## config.mk

```make
export PLATFORM = sky130hd
export DESIGN_NAME = mtfc_cache
export DESIGN_NICKNAME = d
export VERILOG_FILES = /design/src/mtfc_pkg.sv /design/src/mtfc_cache.sv
export SDC_FILE = /design/constraint.sdc
export NUM_CORES = 1
export LEC_CHECK = 0
export BUFFER_PORTS_ARGS = -buffer_cell sky130_fd_sc_hd__buf_2
export CAP_MARGIN = 10
export CORE_UTILIZATION = 60
export CTS_BUF_LIST = sky130_fd_sc_hd__clkbuf_4 sky130_fd_sc_hd__clkbuf_8 sky130_fd_sc_hd__clkbuf_16
export DETAILED_ROUTE_END_ITERATION = 8
export PLACE_DENSITY = 0.78
export SLEW_MARGIN = 10
export SYNTH_ARGS = -nofsm -noshare
export SYNTH_HDL_FRONTEND = slang
export SYNTH_SLANG_ARGS = --single-unit
```

## constraint.sdc

```tcl
create_clock -name clk -period 16.3 [get_ports clk]
set_input_delay 3.26 -clock clk [delete_from_list [all_inputs] [get_ports clk]]
set_output_delay 3.26 -clock clk [all_outputs]
set_load 0.1 [all_outputs]
```

## src/mtfc_pkg.sv

```systemverilog
// ----------------------------------------------------------------------------
// mtfc_pkg
// Shared types and constants for the move-to-front coordinate lookup block.
// ----------------------------------------------------------------------------
package mtfc_pkg;

  // Sizes of the cache and of the backing table
  localparam int CACHE_DEPTH = 8;
  localparam int TABLE_DEPTH = 1024;

  localparam int TIDX_W  = $clog2(TABLE_DEPTH);
  localparam int TCNT_W  = $clog2(TABLE_DEPTH + 1);
  localparam int COORD_W = 48;
  localparam int ENTRY_INDEX_W = 10;

  localparam logic [TCNT_W-1:0] TABLE_FULL = TCNT_W'(TABLE_DEPTH);

  // Result codes
  localparam logic [1:0] OUT_CACHE_HIT = 2'd0;
  localparam logic [1:0] OUT_FOUND     = 2'd1;
  localparam logic [1:0] OUT_APPENDED  = 2'd2;
  localparam logic [1:0] OUT_FULL      = 2'd3;

  typedef logic [COORD_W-1:0] coord_t;
  typedef logic [TIDX_W-1:0]  tidx_t;

  // Request payload; packed as {z, y, x} so the struct bits form the key
  typedef struct packed {
    logic signed [15:0] coord_z;
    logic signed [15:0] coord_y;
    logic signed [15:0] coord_x;
  } req_t;

  typedef struct packed {
    logic [1:0]               outcome;
    logic [ENTRY_INDEX_W-1:0] entry_index;
  } rsp_t;

  typedef struct packed {
    coord_t coord;
    tidx_t  index;
  } cache_slot_t;

  // Cache lookup status toward the controller
  typedef struct packed {
    logic  hit;
    tidx_t index;
  } cache_hit_t;

  // Cache move-to-front command from the controller
  typedef struct packed {
    logic        en;
    cache_slot_t slot;
  } cache_upd_t;

endpackage

```

## src/mtfc_cache.sv

```systemverilog
// ----------------------------------------------------------------------------
// mtfc_cache
// Small move-to-front cache: parallel lookup from the front and a shift
// update that stops at the first empty slot or at the looked-up entry.
// ----------------------------------------------------------------------------
module mtfc_cache (
  input  logic                   clk,
  input  logic                   rst,
  input  mtfc_pkg::coord_t       key,
  output mtfc_pkg::cache_hit_t   hit_info,
  input  mtfc_pkg::cache_upd_t   upd
);

  mtfc_pkg::cache_slot_t              entries [mtfc_pkg::CACHE_DEPTH];
  logic [mtfc_pkg::CACHE_DEPTH-1:0]   valid;
  logic [mtfc_pkg::CACHE_DEPTH-1:0]   move;

  // Find the first valid matching slot, counting from the front
  always_comb begin
    hit_info = '0;
    for (int i = mtfc_pkg::CACHE_DEPTH - 1; i >= 0; i--) begin
      if (valid[i] && entries[i].coord == key) begin
        hit_info.hit   = 1'b1;
        hit_info.index = entries[i].index;
      end
    end
  end

  // Mark slots that take their front neighbor; the shift stops after an
  // empty slot or after the slot holding the incoming entry
  always_comb begin
    move    = '0;
    move[0] = 1'b1;
    for (int j = 1; j < mtfc_pkg::CACHE_DEPTH; j++) begin
      move[j] = move[j-1] && valid[j-1] && (entries[j-1] != upd.slot);
    end
  end

  // Shift entries back and place the new front
  always_ff @(posedge clk) begin
    if (upd.en) begin
      entries[0] <= upd.slot;
      for (int j = 1; j < mtfc_pkg::CACHE_DEPTH; j++) begin
        if (move[j]) begin
          entries[j] <= entries[j-1];
        end
      end
    end
  end

  // Valid bits: the front fills, moved slots inherit a set bit
  always_ff @(posedge clk) begin
    if (rst) begin
      valid <= '0;
    end else if (upd.en) begin
      valid <= valid | move;
    end
  end

endmodule

```

==> results.txt <==
----------------------------------------------------
[Status]
  Run status ... completed

[Clock network]
  Number of hold buffers added after CTS ... 0
  Deepest clock path buffer count ... 3
  Number of buffers added by the clock tree synthesis step ... 50
  Clock sink count ... 472
  Post-CTS resize count ... 0
  Setup fix buffers added after clock tree synthesis ... 0
  TritonCTS clock tree ... done
  Buffer cell driving the clock tree root ... clkbuf_16
  Clock-pin slew of the registers on the worst-case setup and hold paths ... 0.06 ns
  H-tree depth ... 2
  Clk Latency, worst-skew pair ... between 0.6 and 0.7 ns

[Detailed routing]
  Overall via count from detail_route ... ~17000
  Starting DRC count in detailed routing ... 2472
  Via count normalized by instance count ... 6.69
  ANT nets after route ... 0
  Post-detailed-routing wire length ... 93300 um
  Final routed wire length divided by cell count ... 37.6 um
  Detailed Routing Iterations Pass 1 ... 5
  Post-detailed-route DRC marker count ... 0

[Finish]
  Most used cells in the layout excluding fill and tap cells ... 464 x edfxtp_1, 383 x xnor2_1, 366 x xor2_1
  Share of final-layout standard cells stronger than drive strength 1 ... around an eighth
  Area taken by flip-flops and latches ... 0.0141 mm^2
  Most common cell after layout, fill and taps aside ... edfxtp_1
  Area growth syn-to-layout ... 9.45%
  Non-filler cells in the finished layout ... 2478
  Area taken by multi-input logic gates ... 0.00957 mm^2
  Fillcell total ... 2824
  # nets final ... 2020

[Min path]
  Worst hold stages ... 2
  Hold/Removal Path Class ... reg -> reg
  Hold path start ... valid[0]$_SDFFE_PP0P_

[Pwr]
  Pwr per Cell Area ... 104 mW/mm^2
  Worst IR drop on VDD ... 0.114 mV
  Fraction of power consumed by sequential logic ... between 40 and 50%
  Share of total power in the clock network ... 40.9%
  Fraction of power spent switching nets ... 25.4%
  Leakage ... 8.80 nW
  Switching power ... slightly above 0.7 mW
  Share of total power in combinational logic ... 9.8%
  Internal power summed over all cells ... between 2 and 2.5 mW

[Place]
  Number of port buffers ... 119
  Inst Count DP ... 2384
  Final GP Congestion ... 1.09
  Sum of net half-perimeters after detailed placement ... 74000 um

[Floorplan]
  Starting utilization of the core area ... 61.1%
  Standard cell core area ... 0.0400 mm^2
  Vertical extent of the die ... 204 um
  Total die area ... 0.0416 mm^2
  Die Width ... 204 um
  Cell row count ... between 70 and 80
  Number of placed I/O pins ... 120

[Synthesis]
  Count of cell types in the netlist ... 56
  Syn_nets ... 1954
  Number of enable-type register cells in the synthesized netlist ... 464
  Dominant cell type by area after synthesis ... edfxtp_1
  Number of storage elements in the synthesis netlist ... 472
  Primary FF master, synth ... edfxtp_1
  Share of the yosys chip area belonging to registers ... 57.6%
  Synth top area cells ... edfxtp_1 57%, xnor2_1 14%, xor2_1 13%, nand4_1 2.9%, nor4_1 2.8%
  Post-synth ARST share ... 0%
  Avg Cell Area, Syn ... ~13 um^2
  Number of warnings reported in the yosys synthesis log ... 0
  Netlist area before placement ... ~0.024 mm^2
  Share of Yosys cell area claimed by the top area cell type ... 57.0%
  Gate count of the mapped netlist ... 1845

[Critical path]
  CP arrival ... 7.13 ns
  R2R Setup Slk ... 11.31 ns
  Startpoint type of the worst setup path ... input port
  Worst-path maximum fanout ... 8
  Reg-to-reg critical path startpoint ... entries[0][105]$_DFFE_PP_
  Required @ worst endpoint ... between 10 and 15 ns
  Worst Reg-to-Reg Cells ... 10
  Launching element of the worst setup path ... key[5]
  Critical path class ... in -> out
  Critical path capture point type ... output pin

[Job]
  Maximum capacitance violations ... 0

[Global route]
  Initial antenna violation count ... 2
  Wire length of the first global-routing pass ... 126000 um
  All-Layer GR Usage ... a little under half
  Overall overflow remaining after global route ... 0
  Maximum number of pins on one net before global-route repair ... 62
  Via count of the first global-routing pass ... 16200

[STA]
  Remaining max-slew budget at the tightest pin ... about 18%
  Unrepaired setup endpoints after global routing ... no
  Worst slew pin tran ... 1.23 ns
  Fmax achieved ... 0.0962 GHz
  Final count of negative-setup-slack endpoints ... 0
  Final-report max-slew violation count ... 0
  Final period utilization ... 63.8%
  Minimum clock period after layout ... 10.39 ns
  Post-route clock skew ... 0.0305 ns
  Count of endpoints failing hold in the final timing report ... 0
  Total Neg Setup Slack ... 0 ns

----------------------------------------------------
## critical path: stages
cell     delay (ns)
buf_2          0.37
xor2_1         0.12
nor4_1         0.98
nand4_1        0.22
or4_1          0.65
nor2_1         0.15
nor3_1         0.07
or4_1          0.59
a31oi_1        0.25
buf_2          0.47
## power by group through the flow
stage | clock (mW) | sequential [mW] | combinational, mW
4_1_cts | 1.13 | 1.37 | 0.262
2_1_floorplan | 0 | 1.39 | 0.155
3_5_place_dp | 0 | 1.40 | 0.260
6_report | 1.14 | 1.37 | 0.274
3_3_place_gp | 0 | 1.39 | 0.258
5_1_grt | 1.18 | 1.37 | 0.274
## final timing paths
check | to
max | hit_info[9]
min reg2reg | valid[0]$_SDFFE_PP0P_
min | valid[0]$_SDFFE_PP0P_
max reg2reg | entries[1][189]$_DFFE_PP_
## metrics by stage
step           area (um^2)  power, mW  setup slack [ns]  hold WS (ns)  util, %
3_5_place_dp         25100       1.66              6.02         0.485     62.9
4_1_cts              26800       2.76              5.98         0.498     66.9
2_1_floorplan        24500       1.54              1.30         0.448        -
5_1_grt              26800       2.82              5.79         0.503     66.9
3_3_place_gp         25100       1.65              6.07         0.466     62.9
6_report             26800       2.78              5.91         0.499     66.9
## metal layers
metal	up-vias	global-route usage, %	share of wire (%)
li1	6766	-	-
met1	8136	57.3	35
met4	0	42.7	11
met3	318	7.19	10
met2	1364	68.7	44
met5	-	0	0
## synthesized netlist by cell type (10+ instances only)
library cell / instances
inv_1: 40
nand4_1: 114
nand2b_1: 23
nor4_1: 109
nand3_1: 16
buf_6: 12
o21ai_0: 11
buf_4: 13
nor3_1: 16
nand2_1: 29
xnor2_1: 383
xor2_1: 366
buf_2: 84
nor2b_1: 10
edfxtp_1: 464
nor2_1: 27
## area by class of cell
class                      instances  share of cell area, %
timing repair buffer             130                   2.53
tap                              525                   2.45
antenna                            2                 0.0187
clock inverter                    28                  0.888
inverter                          40                  0.561
multi-input combinational       1217                   35.7
clock buffer                      64                   5.16
sequential                       472                   52.6
## registers in the layout, indices dropped and copies added, names as in the netlist
name,flops
entries,464
valid,8
## kinds of logic after synthesis
kind of cell,share of synthesized area [%]
AO/OA/AOI/OAI,3.06
multiplexers,0.327
buffers and inverters,3.41
AND/OR/NAND/NOR,8.69
flip-flops,57.6
XOR/XNOR,26.9
(Power assumes the default switching activity.)
